## config.mk

```make
export PLATFORM = sky130hd
export DESIGN_NAME = olpm_ctrl
export DESIGN_NICKNAME = d
export VERILOG_FILES = /design/src/olpm_pkg.sv /design/src/olpm_ctrl.sv
export SDC_FILE = /design/constraint.sdc
export NUM_CORES = 1
export LEC_CHECK = 0
export ABC_AREA = 0
export BUFFER_PORTS_ARGS = -buffer_cell sky130_fd_sc_hd__buf_4
export CORE_UTILIZATION = 57
export CTS_BUF_LIST = sky130_fd_sc_hd__clkbuf_16
export DETAILED_ROUTE_END_ITERATION = 16
export GPL_TIMING_DRIVEN = 0
export PLACE_DENSITY = 0.8
export SLEW_MARGIN = 5
export SYNTH_ARGS = -nofsm -noshare
export SYNTH_HDL_FRONTEND = slang
export SYNTH_SLANG_ARGS = --single-unit
export TNS_END_PERCENT = 10
```

## constraint.sdc

```tcl
create_clock -name clk -period 4 [get_ports clk]
set_input_delay 0 -clock clk [delete_from_list [all_inputs] [get_ports clk]]
set_output_delay 0 -clock clk [all_outputs]
set_load 0.02 [all_outputs]
```

## src/olpm_pkg.sv

```systemverilog
// olpm_pkg: shared constants, command/status types and the rounding helper
// for the logistic probability mixer. No dependencies.
package olpm_pkg;

  localparam int FEATURE_COUNT = 5;
  localparam int PROB_BITS_DEF = 16;
  localparam int PROB_W        = 16;
  localparam int IDX_W         = 3;
  localparam int BIT_W         = 4;
  localparam int CFG_IDX_W     = 8;
  localparam int CFG_DATA_W    = 32;
  localparam int LS_W          = 22;
  localparam int DF_W          = 16;
  localparam int STR_W         = 18;
  localparam int Z_W           = 24;
  localparam int W_W           = 32;
  localparam int F_W           = 16;
  localparam int ACC_W         = 51;
  localparam int GRAD_W        = 44;
  localparam int RND_W         = 72;

  localparam logic [LS_W-1:0]       LS_RESET     = 22'd128849;
  localparam logic [DF_W-1:0]       DF_RESET     = 16'd429;
  localparam logic [CFG_IDX_W-1:0]  REG_LEARNING_STEP = 8'd0;
  localparam logic [CFG_IDX_W-1:0]  REG_DECAY_FACTOR  = 8'd1;
  localparam logic [32:0]           LN2_Q32      = 33'd2977044472;
  localparam logic signed [F_W-1:0] FEAT_LIMIT   = 16'sd24576;
  localparam logic signed [F_W-1:0] FEAT_BIAS    = 16'sd4096;
  localparam logic signed [W_W-1:0] WEIGHT_LIMIT = 32'sd536870912;
  localparam logic [IDX_W-1:0]      LAST_FEAT    = 3'(FEATURE_COUNT - 1);
  localparam logic [IDX_W-1:0]      LAST_PROB    = 3'(FEATURE_COUNT - 2);

  typedef enum logic [4:0] {
    OP_NONE,
    OP_LOAD,
    OP_STR_PROB,
    OP_STR_SAVE,
    OP_FEAT,
    OP_DOT_MUL,
    OP_DOT_ACC,
    OP_Z,
    OP_SQ_START,
    OP_SQ_CMP,
    OP_OUT,
    OP_U_ERRF,
    OP_U_DECAY,
    OP_U_GRAD,
    OP_U_LO,
    OP_U_HI,
    OP_U_STEP,
    OP_U_WR
  } dp_op_t;

  typedef struct packed {
    dp_op_t           op;
    logic [IDX_W-1:0] idx;
    logic [BIT_W-1:0] bit_sel;
  } dp_cmd_t;

  typedef struct packed {
    logic str_done;
  } dp_stat_t;

  // arithmetic shift right with round to nearest, ties away from zero
  function automatic logic signed [RND_W-1:0] round_sh(input logic signed [RND_W-1:0] x,
                                                       input int unsigned s);
    logic [RND_W-1:0] half;
    logic [RND_W-1:0] mag;
    half = RND_W'(1) << (s - 1);
    if (!x[RND_W-1]) begin
      mag = (RND_W'(x) + half) >> s;
      return signed'(mag);
    end else begin
      mag = (RND_W'(-x) + half) >> s;
      return -signed'(mag);
    end
  endfunction

endpackage

```

## src/olpm_ctrl.sv

```systemverilog
// olpm_ctrl: sequencer for predict and update items, output valid register
// and pending flag. Depends on olpm_pkg.
module olpm_ctrl #(
  parameter int PROB_BITS = olpm_pkg::PROB_BITS_DEF
) (
  input  logic                clk,
  input  logic                rst_n,
  input  logic                in_valid,
  input  logic                in_func,
  output logic                in_ready,
  output logic                out_valid,
  input  logic                out_ready,
  input  olpm_pkg::dp_stat_t  stat,
  output olpm_pkg::dp_cmd_t   cmd
);

  typedef enum logic [4:0] {
    S_IDLE, S_STR_GO, S_STR_WAIT, S_FEAT, S_DMUL, S_DACC, S_ZC, S_SQ_GO, S_SQ_WAIT,
    S_OUT, S_U_EF, S_U_DC, S_U_GR, S_U_LO, S_U_HI, S_U_ST, S_U_WR
  } state_t;

  state_t                         state_r;
  logic [olpm_pkg::IDX_W-1:0]     idx_r;
  logic [olpm_pkg::BIT_W-1:0]     bit_r;
  logic                           pending_r;
  logic                           out_valid_r;
  logic                           accept;
  logic                           out_free;

  assign in_ready  = (state_r == S_IDLE);
  assign accept    = in_valid && in_ready;
  assign out_free  = !out_valid_r || out_ready;
  assign out_valid = out_valid_r;

  always_comb begin
    cmd = '{op: olpm_pkg::OP_NONE, idx: idx_r, bit_sel: bit_r};
    unique case (state_r)
      S_IDLE:     if (accept) cmd.op = olpm_pkg::OP_LOAD;
      S_STR_GO:   cmd.op = olpm_pkg::OP_STR_PROB;
      S_STR_WAIT: if (stat.str_done) cmd.op = olpm_pkg::OP_STR_SAVE;
      S_FEAT:     cmd.op = olpm_pkg::OP_FEAT;
      S_DMUL:     cmd.op = olpm_pkg::OP_DOT_MUL;
      S_DACC:     cmd.op = olpm_pkg::OP_DOT_ACC;
      S_ZC:       cmd.op = olpm_pkg::OP_Z;
      S_SQ_GO:    cmd.op = olpm_pkg::OP_SQ_START;
      S_SQ_WAIT:  if (stat.str_done) cmd.op = olpm_pkg::OP_SQ_CMP;
      S_OUT:      if (out_free) cmd.op = olpm_pkg::OP_OUT;
      S_U_EF:     cmd.op = olpm_pkg::OP_U_ERRF;
      S_U_DC:     cmd.op = olpm_pkg::OP_U_DECAY;
      S_U_GR:     cmd.op = olpm_pkg::OP_U_GRAD;
      S_U_LO:     cmd.op = olpm_pkg::OP_U_LO;
      S_U_HI:     cmd.op = olpm_pkg::OP_U_HI;
      S_U_ST:     cmd.op = olpm_pkg::OP_U_STEP;
      S_U_WR:     cmd.op = olpm_pkg::OP_U_WR;
      default:    cmd.op = olpm_pkg::OP_NONE;
    endcase
  end

  always_ff @(posedge clk) begin
    if (!rst_n) begin
      state_r     <= S_IDLE;
      idx_r       <= '0;
      bit_r       <= '0;
      pending_r   <= 1'b0;
      out_valid_r <= 1'b0;
    end else begin
      if (out_valid_r && out_ready) out_valid_r <= 1'b0;
      unique case (state_r)
        S_IDLE: begin
          if (accept) begin
            idx_r <= '0;
            if (!in_func) begin
              state_r <= S_STR_GO;
            end else begin
              pending_r <= 1'b0;
              if (pending_r) state_r <= S_U_EF;
            end
          end
        end
        S_STR_GO: state_r <= S_STR_WAIT;
        S_STR_WAIT: begin
          if (stat.str_done) begin
            if (idx_r == olpm_pkg::LAST_PROB) begin
              idx_r   <= '0;
              state_r <= S_FEAT;
            end else begin
              idx_r   <= idx_r + 1'b1;
              state_r <= S_STR_GO;
            end
          end
        end
        S_FEAT: state_r <= S_DMUL;
        S_DMUL: state_r <= S_DACC;
        S_DACC: begin
          if (idx_r == olpm_pkg::LAST_FEAT) begin
            bit_r   <= olpm_pkg::BIT_W'(PROB_BITS - 1);
            state_r <= S_ZC;
          end else begin
            idx_r   <= idx_r + 1'b1;
            state_r <= S_DMUL;
          end
        end
        S_ZC:    state_r <= S_SQ_GO;
        S_SQ_GO: state_r <= S_SQ_WAIT;
        S_SQ_WAIT: begin
          if (stat.str_done) begin
            if (bit_r == '0) begin
              state_r <= S_OUT;
            end else begin
              bit_r   <= bit_r - 1'b1;
              state_r <= S_SQ_GO;
            end
          end
        end
        S_OUT: begin
          if (out_free) begin
            out_valid_r <= 1'b1;
            pending_r   <= 1'b1;
            state_r     <= S_IDLE;
          end
        end
        S_U_EF: state_r <= S_U_DC;
        S_U_DC: state_r <= S_U_GR;
        S_U_GR: state_r <= S_U_LO;
        S_U_LO: state_r <= S_U_HI;
        S_U_HI: state_r <= S_U_ST;
        S_U_ST: state_r <= S_U_WR;
        S_U_WR: begin
          if (idx_r == olpm_pkg::LAST_FEAT) begin
            state_r <= S_IDLE;
          end else begin
            idx_r   <= idx_r + 1'b1;
            state_r <= S_U_EF;
          end
        end
        default: state_r <= S_IDLE;
      endcase
    end
  end

  a_idle_update: assert property (@(posedge clk) disable iff (!rst_n)
    (accept && in_func && !pending_r) |=> (state_r == S_IDLE && !pending_r))
    else $error("update with nothing pending left idle");
  a_out_pending: assert property (@(posedge clk) disable iff (!rst_n)
    (state_r == S_OUT && out_free) |=> (out_valid_r && pending_r))
    else $error("result issued without pending flag");
  a_idx_range: assert property (@(posedge clk) disable iff (!rst_n)
    (state_r == S_DMUL || state_r == S_U_EF || state_r == S_U_WR) |->
    idx_r <= olpm_pkg::LAST_FEAT)
    else $error("feature index out of range");

endmodule

```

# Word-level counts from Yosys, hierarchy flattened
# Index checks and enable logic that the tools add are counted.
dict set report totals {
  reg_bits 14
  inputBits 6
  out_inout_bits 14
  wordCells 80
}
dict set report op_classes {
  add_sub_neg 2
  eq_ne 27
  n_mux 32
  reduce_logical 14
}
# cell count
set op_table {}
lappend op_table {{$pmux W5 S17} 2}
lappend op_table {{$eq A5 B4 Y1 const B} 8}
lappend op_table {{$mux W5} 6}
lappend op_table {{$mux W4} 7}
lappend op_table {{$eq A5 B3 Y1 const B} 4}
lappend op_table {{$ne A2 B2 Y1 const B} 7}
lappend op_table {{$mux W3} 4}
lappend op_table {{$reduce_and A4 Y1} 3}
lappend op_table {{$eq A5 B2 Y1 const B} 2}
lappend op_table {{$pmux W3 S3} 1}
lappend op_table {{$pmux W4 S2} 1}
lappend op_table {{$mux W1} 7}
lappend op_table {{$mux W2} 3}
lappend op_table {{$eq A5 B1 Y1 const B} 1}
lappend op_table {{$eq A5 B5 Y1 const B} 1}
lappend op_table {{$logic_not A5 Y1} 1}
lappend op_table {{$reduce_and A5 Y1} 1}
lappend op_table {{$logic_not A4 Y1} 1}
lappend op_table {{$reduce_bool A2 Y1} 2}
lappend op_table {{$sub A4 B1 Y4 const B} 1}
lappend op_table {{$add A3 B1 Y3 const B} 1}
lappend op_table {{$eq A3 B2 Y1 const B} 1}
lappend op_table {{$eq A3 B3 Y1 const B} 1}
lappend op_table {{$ne A3 B2 Y1 const B} 1}
lappend op_table {{7 further kinds} 8}

# Logic depth before layout (Yosys ltp)
# Gate-level depths: netlist (run 1).
dict set report logic_depth {
  depth_word 4
  mapped_depth 7
  depth_no_buf 7
}

# Worst setup path after synthesis (run 1)
# No wires, ideal clock.
dict set report synth_path {
  path_type {flip-flop to flip-flop}
  from {reg bit_r[0] in the netlist's numbering}
  to {reg bit_r[0] in the netlist's numbering}
  setup_ps 116
  arrival_ps 1663
  required_ps 3884
  slack_ps 2221
  stages_incl_launch_ff 8
  path_buffers 0
  synth_period_minus_slack_ps 1779
  cell_sequence {dfxtp_1 inv_1 ha_1 nor3b_1 nor3_2 and2_2 or2_2 o211a_1}
}
dict set report synth_between {
  elab_chain_len 4
  word_cells_on_any_way 7
  cone_classes {add/sub: 1; eq/ne: 1; mux: 3; reduce/logical: 2}
}
# item line
set synth_rtl {}
lappend synth_rtl {{start: declaration} olpm_ctrl.sv:24} ;# logic [olpm_pkg::BIT_W-1:0] bit_r;
lappend synth_rtl {{start signal: assignment} olpm_ctrl.sv:96} ;# bit_r <= olpm_pkg::BIT_W'(PROB_BITS - 1);
lappend synth_rtl {{start signal: assignment} olpm_ctrl.sv:110} ;# bit_r <= bit_r - 1'b1;
lappend synth_rtl {{$sub A4 B1 Y4} olpm_ctrl.sv:110}
lappend synth_rtl {{$mux W4} olpm_ctrl.sv:107} ;# if (bit_r == '0) begin
lappend synth_rtl {{$mux W4} olpm_ctrl.sv:106} ;# if (stat.str_done) begin
lappend synth_rtl {{$pmux W4 S2} olpm_ctrl.sv:68} ;# unique case (state_r)
# Parallel ways exist; a longest one is shown, timed or not. The select of a mux whose other input is x is not followed.
# A chain may end at the register's enable or synchronous reset.

==> impl_metrics.tcl, run 1 <==
set metrics [dict create \
    rr_worst_depth 6 \
    cp_cell_sequence "clkbuf_1 > buf_1 > nand2_1 > o21ai_0 > o21ai_0 > a221oi_1 > buf_4" \
    max_freq_mhz 474 \
    grt_pass1_vias 1046 \
    critPathLaunchType "flip-flop" \
    drtAntennaViolNets 0 \
    finalWirelength_mm 3.11 \
    yosysWarnings 0 \
    ys_types 48 \
    cpMostUsedCell "o21ai_0" \
    syn-cell-area_um2 1150 \
    cts_tree "built" \
    setup_viol 0 \
    p_int_w 0.000471 \
    use_met1 0.396 \
    die-height_um 46.8 \
    final_common_cell "buf_4" \
    irDropWorstVdd_mv 0.382 \
    clock_power_share 0.235 \
    synth_edf_count 0 \
    clockBufferDepth 2 \
    avgViaCountPerCell 6.43 \
    clk_pin_slew_ns 0.05 \
    syn_to_final_growth_pct 21.4 \
    dpl_worst_slack_ns 2.13 \
    antenna_found_initial 0 \
    drc 0 \
    syn_nets 160 \
    post-route-worst-setup-slack_ns 1.89 \
    finalMaxSlewViolations 0 \
    grtUsageMet3 0.0769 \
    diodes 0 \
    grt_max_degree 11 \
    cp_data_required_time_ns 4.00 \
    critical_path.max_fanout 10 \
    yosysSeqAreaShare 0.245 \
    critical_path.top_delay_family "buffers and inverters" \
    gr-max-usage-layer "met2" \
    end_kind "output port" \
    p_seq_frac 0.217 \
    synth_cells 148 \
    drt-wirelength-per-cell_um 15.9 \
    cap_violations 0 \
    ff2ff_setup_slack_ns 2.06 \
    dr.pass1.iters 4 \
    slew_headroom 0.633 \
    worst-setup-path-type "reg2out" \
    gp_congestion 0.952 \
    ios 20 \
    core_area_um2 1800 \
    switching_share 0.425 \
    cts-root-buf "clkbuf_16" \
    fin_nets 183 \
    hold_class "in2reg" \
    hold_violations 0 \
    min_from "rst_n" \
    synthArstFlopShare 0 \
    drive_gt1_frac 0.206 \
    num_rows 15 \
    avgSynthCellArea_um2 7.74 \
    track_usage 0.304 \
    rsz0062_at_grt "no" \
    slowest_delay_ns 0.42 \
    clock_latency_ns 0.25 \
    cts_setup_buffers 0 \
    fin_crit_ns 2.11 \
    cts_resized 0 \
    tightest_slew_ns 0.546 \
    holdPathEnd "state_r[4]$_SDFFE_PN0P_" \
    io_buffers 18 \
    use_met2 0.478 \
    p_leak_nw 0.544 \
    synth_flop_cell "dfxtp_1" \
    p_switching_w 0.000348 \
    cts_sinks 14 \
    reg2reg_from "state_r[1]$_SDFFE_PN0P_" \
    r2r-end "state_r[3]$_SDFFE_PN0P_" \
    cpMaxStageDelayCell "buf_1" \
    timing.hold.worst_path_depth 3 \
    die_area_um2 2190 \
    start_util 0.636 \
    vias 1254 \
    ys_ff_latch 14 \
    finalClockSkew_ns 0.00339 \
    power_density_nw_per_um2 589 \
    drtIter0Drc 38 \
    arrival_ns 2.11 \
    numCtsBuffers 3 \
    hpwl_mm 2.09 \
    critPathLaunch "state_r[3]$_SDFFE_PN0P_" \
    ctsHoldBuffers 0 \
    combPwrFrac 0.548 \
    grt_first_pass_wirelength_mm 4.80 \
    cts_htree_levels 1 \
    outcome "finished clean" \
    overflow 0 \
    layout_common_cells "19 x buf_4, 14 x nand2_1, 14 x dfxtp_1" \
    min_period_over_period 0.527 \
    die_w_um 46.8 \
    setup_tns_ns 0 \
    crit_buf_inv 3 \
]
-- cell type report --
type                            instances  area, um^2
Buffer                                 12        65.1
Fill cell                             139         410
Timing Repair Buffer                   18         135
Clock buffer                            3        75.1
Inverter                                8        30.0
Tap cell                               25        31.3
Multi-Input combinational cell        114         771
Sequential cell                        14         280
Clock inverter                          1        3.75
-- through the flow --
stage          total power [W]   util  cell area [um^2]  instances  hold slack [ns]
2_1_floorplan         0.000500      -              1150        148            0.145
6_report              0.000819  0.772              1390        195           0.0653
4_1_cts               0.000808  0.772              1390        195           0.0649
5_1_grt               0.000857  0.772              1390        195           0.0756
3_3_place_gp          0.000605  0.728              1310        191            0.319
3_5_place_dp          0.000613  0.728              1310        191            0.320
-- metal layers --
| layer | up-vias | wire [um] |
|---|---|---|
| met4 | 0 | 85 |
| met2 | 77 | 1420 |
| li1 | 586 | - |
| met5 | - | 0 |
| met1 | 576 | 1290 |
| met3 | 15 | 304 |
-- kinds of logic (layout without fill, tap and decap cells) --
logic type,count (synthesis),count (layout),synth area share
xor+xnor,3,3,0.0229
mux,1,1,0.00873
simple gates,56,56,0.260
buf+inv,20,42,0.0830
compound gates,48,48,0.316
fa+ha+maj,6,6,0.0655
flops,14,14,0.245
-- worst max-delay path by stage --
stage,to,slack [ns],cells after the start
6_report,cmd[7],1.89,7
5_1_grt,cmd[7],1.77,7
4_1_cts,cmd[7],1.94,7
3_5_place_dp,idx_r[2]$_SDFFE_PN0P_,2.13,7
3_3_place_gp,bit_r[0]$_SDFFE_PN0P_,2.10,7
2_1_floorplan,bit_r[0]$_SDFFE_PN0P_,2.22,7
-- cells in the mapped netlist, drive strengths merged (2+ instances only) --
cell type,n,area [um^2]
dfxtp,14,280
nand2,14,52.6
nor2,13,48.8
a21oi,8,40.0
inv,8,30.0
o21ai,8,40.0
clkbuf,7,26.3
nor3,7,40.0
ha,6,75.1
buf,5,38.8
a211oi,4,42.5
a31oi,4,25.0
o21a,4,30.0
o31ai,4,30.0
or3,4,30.0
o211ai,3,22.5
or2,3,18.8
xnor2,3,26.3
nand2b,2,12.5
nand4,2,12.5
nor3b,2,15.0
nor4,2,12.5
o211a,2,20.0
o41ai,2,17.5
-- state kept, by name, indices dropped and copies added, names as in the netlist --
register	flops
state_r	5
bit_r	4
idx_r	3
out_valid	1
pending_r	1
-- power groups by stage --
| stage | Sequential, W | Combinational [W] | Clock, W |
|---|---|---|---|
| final | 0.000178 | 0.000449 | 0.000192 |
| after global routing | 0.000180 | 0.000480 | 0.000197 |
| after CTS | 0.000177 | 0.000440 | 0.000191 |
| after detailed placement | 0.000179 | 0.000434 | 0 |
| after global placement | 0.000178 | 0.000427 | 0 |
| after floorplan | 0.000181 | 0.000319 | 0 |
-- tightest hold or removal path: stages --
cell	delay [ns]
buf_4	0.14
nand2_1	0.08
nor3_1	0.04
No activity file was read; power rests on OpenSTA's default activity.
==> inputs of run 2 (changes only) <==
--- a/config.mk
+++ b/config.mk
@@ -7,11 +7,11 @@
 export LEC_CHECK = 0
 export ABC_AREA = 0
 export BUFFER_PORTS_ARGS = -buffer_cell sky130_fd_sc_hd__buf_4
-export CORE_UTILIZATION = 57
+export CORE_UTILIZATION = 55
 export CTS_BUF_LIST = sky130_fd_sc_hd__clkbuf_16
 export DETAILED_ROUTE_END_ITERATION = 16
 export GPL_TIMING_DRIVEN = 0
-export PLACE_DENSITY = 0.8
+export PLACE_DENSITY = 0.78
 export SLEW_MARGIN = 5
 export SYNTH_ARGS = -nofsm -noshare
 export SYNTH_HDL_FRONTEND = slang
==> constraint.sdc (replaced) <==
create_clock -name clk -period 2.07 [get_ports clk]
set_input_delay 0 -clock clk [delete_from_list [all_inputs] [get_ports clk]]
set_output_delay 0 -clock clk [all_outputs]
set_load 0.02 [all_outputs]
==> run 2 against run 1 <==
  * Sequential cell count unchanged
  * Global-route usage decreased by 2.8 points
  * Largest power group unchanged
  * Final cell count increased by 1.0%
  * Sequential power increased by 94%
  * Die area increased by 3.5%
  * Highest routed layer unchanged
  * Setup slack got worse by 1.7 ns
==> impl_metrics.tcl, run 2 (synthesis gave the netlist of run 1 again) <==
set metrics [dict create \
    outcome "finished clean" \
    avgViaCountPerCell 6.22 \
    max_freq_mhz 528 \
    post-route-worst-setup-slack_ns 0.177 \
    vias 1225 \
    fin_crit_ns 1.89 \
    ctsHoldBuffers 0 \
    overflow 0 \
    grt_first_pass_wirelength_mm 4.45 \
    cts_setup_buffers 0 \
    drive_gt1_frac 0.229 \
    cts_tree "built" \
    cpMaxStageDelayCell "dfxtp_1" \
    timing.hold.worst_path_depth 3 \
    finalClockSkew_ns 0.00387 \
    rsz0062_at_grt "no" \
    min_period_over_period 0.914 \
    dpl_worst_slack_ns 0.202 \
    power_density_nw_per_um2 1120 \
    final_common_cell "buf_4" \
    fin_nets 183 \
    cp_cell_sequence "or2_1 > buf_6 > or3_4 > a211oi_4 > o221ai_2 > o211a_1" \
    tightest_slew_ns 0.534 \
    die_w_um 47.7 \
    p_leak_nw 0.556 \
    finalWirelength_mm 2.83 \
    cts_htree_levels 1 \
    ff2ff_setup_slack_ns 0.18 \
    syn_to_final_growth_pct 22.5 \
    arrival_ns 2.03 \
    drtAntennaViolNets 0 \
    clock_latency_ns 0.24 \
    antenna_found_initial 0 \
    end_kind "flip-flop" \
    hold_violations 0 \
    holdPathEnd "state_r[4]$_SDFFE_PN0P_" \
    clockBufferDepth 2 \
    critPathLaunchType "flip-flop" \
    rr_worst_depth 6 \
    fill_cells 166 \
    clk_pin_slew_ns 0.05 \
    min_from "rst_n" \
    io_buffers 18 \
    ios 20 \
    worst-setup-path-type "reg2reg" \
    r2r-end "idx_r[2]$_SDFFE_PN0P_" \
    grt_max_degree 11 \
    drc 0 \
    num_rows 16 \
    slew_headroom 0.643 \
    dr.pass1.iters 4 \
    start_util 0.584 \
    hpwl_mm 2.03 \
    critPathLaunch "state_r[0]$_SDFFE_PN0P_" \
    largest_register_ffs 5 \
    top_register "state_r" \
    die-height_um 47.7 \
    finalMaxSlewViolations 0 \
    diodes 0 \
    cts_sinks 14 \
    drt-wirelength-per-cell_um 14.4 \
    setup_viol 0 \
    largest_registers "state_r x5, bit_r x4, idx_r x3" \
    hold_class "in2reg" \
    cp_data_required_time_ns 2.21 \
    slowest_delay_ns 0.38 \
    cap_violations 0 \
    critical_path.max_fanout 10 \
    numCtsBuffers 3 \
    gp_congestion 0.952 \
    track_usage 0.276 \
    die_area_um2 2270 \
    ff_latch_area_um2 280 \
    core_area_um2 1960 \
    drtIter0Drc 48 \
    multi_input_area_um2 777 \
    reg2reg_from "state_r[0]$_SDFFE_PN0P_" \
    cts-root-buf "clkbuf_16" \
    layout_common_cells "19 x buf_4, 14 x nand2_1, 14 x dfxtp_1" \
    setup_tns_ns 0 \
    grt_pass1_vias 1046 \
    irDropWorstVdd_mv 0.650 \
]
[run 2: per-layer routing]
layer / share of wire / track usage
met5: 0 / 0
met4: 0.012 / 0.106
met3: 0.090 / 0.0604
met2: 0.48 / 0.466
met1: 0.42 / 0.345
[run 2: worst max-delay path: cells and delay by family, from the launching register on]
family,cells,cell delay (ns)
AOI/OAI and AO/OA,3,0.65
buffers and inverters,1,0.14
DFF,1,0.38
and+or+nand+nor,2,0.61
[run 2: report_power, final]
part | total, W | switching (W) | leakage, nW | internal (W)
sequential | 0.000346 | 0.0000402 | 0.113 | 0.000305
clock | 0.000367 | 0.000111 | 0.0385 | 0.000255
combinational | 0.000865 | 0.000508 | 0.404 | 0.000357
[run 2: worst max-delay path by stage]
| stage | endpoint | slack, ns | depth (start not counted) |
|---|---|---|---|
| floorplan | bit_r[0]$_SDFFE_PN0P_ | 0.29 | 7 |
| global placement | bit_r[0]$_SDFFE_PN0P_ | 0.21 | 7 |
| detailed placement | idx_r[2]$_SDFFE_PN0P_ | 0.20 | 7 |
| CTS | cmd[7] | 0.04 | 7 |
| global route | idx_r[1]$_SDFFE_PN0P_ | 0.02 | 6 |
| finish | idx_r[2]$_SDFFE_PN0P_ | 0.18 | 6 |
[run 2: cell type report]
cell class              instances  share of cell area
clock buffers                   3              0.0535
inverters                       8              0.0214
well taps                      27              0.0241
multi-input cells             114               0.553
clock inverters                 1             0.00267
repair buffers                 18              0.0963
flip-flops and latches         14               0.200
plain buffers                  12              0.0490
[run 2: per-stage QoR]
stage	cell area, um^2	cells	hold slack [ns]	total power [W]	utilization
after floorplan	1150	148	0.145	0.000967	-
after detailed placement	1320	193	0.324	0.00118	0.670
after global placement	1320	193	0.312	0.00117	0.670
after CTS	1390	197	0.0648	0.00156	0.710
final	1400	197	0.0765	0.00158	0.716
after global routing	1400	197	0.0728	0.00168	0.716
[run 2: repair_timing]
action / CTS / global route
hold endpoints to repair: 0 / 0
setup endpoints to repair: 0 / 3
gates resized for setup: 0 / 6
==> inputs of run 3 (changes only) <==
--- a/config.mk
+++ b/config.mk
@@ -7,6 +7,8 @@
 export LEC_CHECK = 0
 export ABC_AREA = 0
 export BUFFER_PORTS_ARGS = -buffer_cell sky130_fd_sc_hd__buf_4
+export CORE_ASPECT_RATIO = 0.7
+export CORE_MARGIN = 1.5
 export CORE_UTILIZATION = 55
 export CTS_BUF_LIST = sky130_fd_sc_hd__clkbuf_16
 export DETAILED_ROUTE_END_ITERATION = 16
==> constraint.sdc (replaced) <==
create_clock -name clk -period 2.07 [get_ports clk]
set_input_delay 0 -clock clk [delete_from_list [all_inputs] [get_ports clk]]
set_output_delay 0 -clock clk [all_outputs]
set_load 0.05 [all_outputs]
==> run 3 against run 2 <==
  * Final cell count fell by 2.5%
  * Sequential share of layout area barely moved
  * Total power rose by 11%
  * Register-to-register slack got worse by 0.02 ns
  * Sequential cell count did not move
  * Sequential power barely moved
  * Clock power rose by 2%
  * Fmax fell by 1.1%
  * Routed wire length rose by 12%
  * Hold slack got worse by 0.018 ns
  * Core utilization rose by 2.3 points
==> impl_metrics.tcl, run 3 (synthesis gave the netlist of run 1 again) <==
set metrics [dict create \
    post-route-worst-setup-slack_ns 0.156 \
    arrival_ns 2.09 \
    setup_viol 0 \
    finalWirelength_mm 3.16 \
    finalMaxSlewViolations 0 \
    setup_tns_ns 0 \
    placed_area_um2 1320 \
    critical_path.max_fanout 10 \
    gp_congestion 0.902 \
    cts_tree "built" \
    num_rows 13 \
    start_util 0.602 \
    dr.pass1.iters 6 \
    critical_path.top_delay_family "compound AO/OA/AOI/OAI gates" \
    critPathLaunchType "flip-flop" \
    crit_buf_inv 1 \
    cp_cell_sequence "buf_4 > nor4_2 > o31ai_1 > a2111oi_2 > o21ai_0 > o21ai_0" \
    cap_violations 0 \
    hold_violations 0 \
    tightest_slew_ns 0.553 \
    largest_registers "state_r x5, bit_r x4, idx_r x3" \
    hpwl_mm 2.25 \
    min_period_over_period 0.925 \
    dpl_worst_slack_ns 0.185 \
    die_w_um 57.6 \
    cts_sinks 14 \
    worst-setup-path-type "reg2reg" \
    numCtsBuffers 3 \
    top_register "state_r" \
    drive_gt1_frac 0.247 \
    post-route-util 0.739 \
    cpMostUsedCell "o21ai_0" \
    slew_headroom 0.631 \
    end_kind "flip-flop" \
    cts-root-buf "clkbuf_16" \
    largest_register_ffs 5 \
    irDropWorstVdd_mv 1.10 \
    drtAntennaViolNets 0 \
    outcome "finished clean" \
    grt_pass1_vias 1000 \
    rsz0062_at_grt "no" \
    clk_pin_slew_ns 0.05 \
    final_common_cell "buf_4" \
    fill_cells 156 \
    grt_max_degree 11 \
    syn_to_final_growth_pct 22.7 \
    cp_data_required_time_ns 2.25 \
    clock_latency_ns 0.25 \
    diodes 0 \
    overflow 0 \
    clockBufferDepth 2 \
    fin_crit_ns 1.91 \
    grt_first_pass_wirelength_mm 4.81 \
    max_freq_mhz 522 \
    finalClockSkew_ns 0.00408 \
    io_buffers 18 \
    drc 0 \
    layout_common_cells "19 x buf_4, 14 x nand2_1, 14 x dfxtp_1" \
    drtIter0Drc 87 \
    core_area_um2 1900 \
    ff2ff_setup_slack_ns 0.16 \
    track_usage 0.283 \
    drt-wirelength-per-cell_um 16.5 \
    ctsHoldBuffers 0 \
    whs_ns 0.0584 \
    hold_class "in2reg" \
    cts_htree_levels 1 \
    cpMaxStageDelayCell "a2111oi_2" \
    avgViaCountPerCell 6.46 \
    die_area_um2 2370 \
    cts_setup_buffers 0 \
    fin_area_um2 1410 \
    vias 1240 \
    power_density_nw_per_um2 1250 \
    p_leak_nw 0.565 \
    fin_nets 183 \
    slowest_delay_ns 0.43 \
    antenna_found_initial 0 \
    ios 20 \
    die-height_um 41.2 \
]
## run 3: changes by cell type in the layout (fill, tap and decap cells not counted), sizes merged
| cell | before | now |
|---|---|---|
| buf | 22 | 23 |
| clkbuf | 11 | 10 |
## run 3: area by class of cell
class,instances,area [um^2],share of cell area
multi-input cells,114,783,0.557
flip-flops and latches,14,280,0.199
repair buffers,18,135,0.0961
clock buffers,3,75.1,0.0534
plain buffers,12,71.3,0.0507
inverters,8,30.0,0.0214
well taps,22,27.5,0.0196
clock inverters,1,3.75,0.00267
## run 3: tightest hold or removal path, delay by kind of cell
kind	cells	cell delay (ns)
buffers and inverters	1	0.13
AND/OR/NAND/NOR	2	0.13
## run 3: layer usage
metal | track usage | part of all wire
met5 | 0 | 0
met4 | 0.0872 | 0.0085
met3 | 0.0757 | 0.10
met2 | 0.446 | 0.43
met1 | 0.385 | 0.46
## run 3: worst paths after layout
check	startpoint	end	depth (start not counted)
worst min register to register	pending_r$_SDFFE_PN0P_	pending_r$_SDFFE_PN0P_	2
worst min-delay path	rst_n	state_r[4]$_SDFFE_PN0P_	3
worst max-delay path	state_r[1]$_SDFFE_PN0P_	state_r[3]$_SDFFE_PN0P_	6
worst max register to register	state_r[1]$_SDFFE_PN0P_	state_r[3]$_SDFFE_PN0P_	6
## run 3: through the flow
stage          instances  total power (W)
6_report             192          0.00176
2_1_floorplan        148          0.00111
5_1_grt              192          0.00185
3_3_place_gp         188          0.00133
3_5_place_dp         188          0.00134
4_1_cts              192          0.00173
## run 3: timing repair
item                                    in CTS  in global routing
gates cloned                                 0                  0
resized for setup                            1                  9
endpoints found under the hold margin        0                  0
endpoints found under the setup margin       1                  3
## run 3: report_power, final
part           total [W]  switching [W]  internal, W
Combinational    0.00103       0.000666     0.000368
Sequential      0.000346      0.0000405     0.000305
Clock           0.000376       0.000120     0.000256
Total            0.00176       0.000827     0.000929
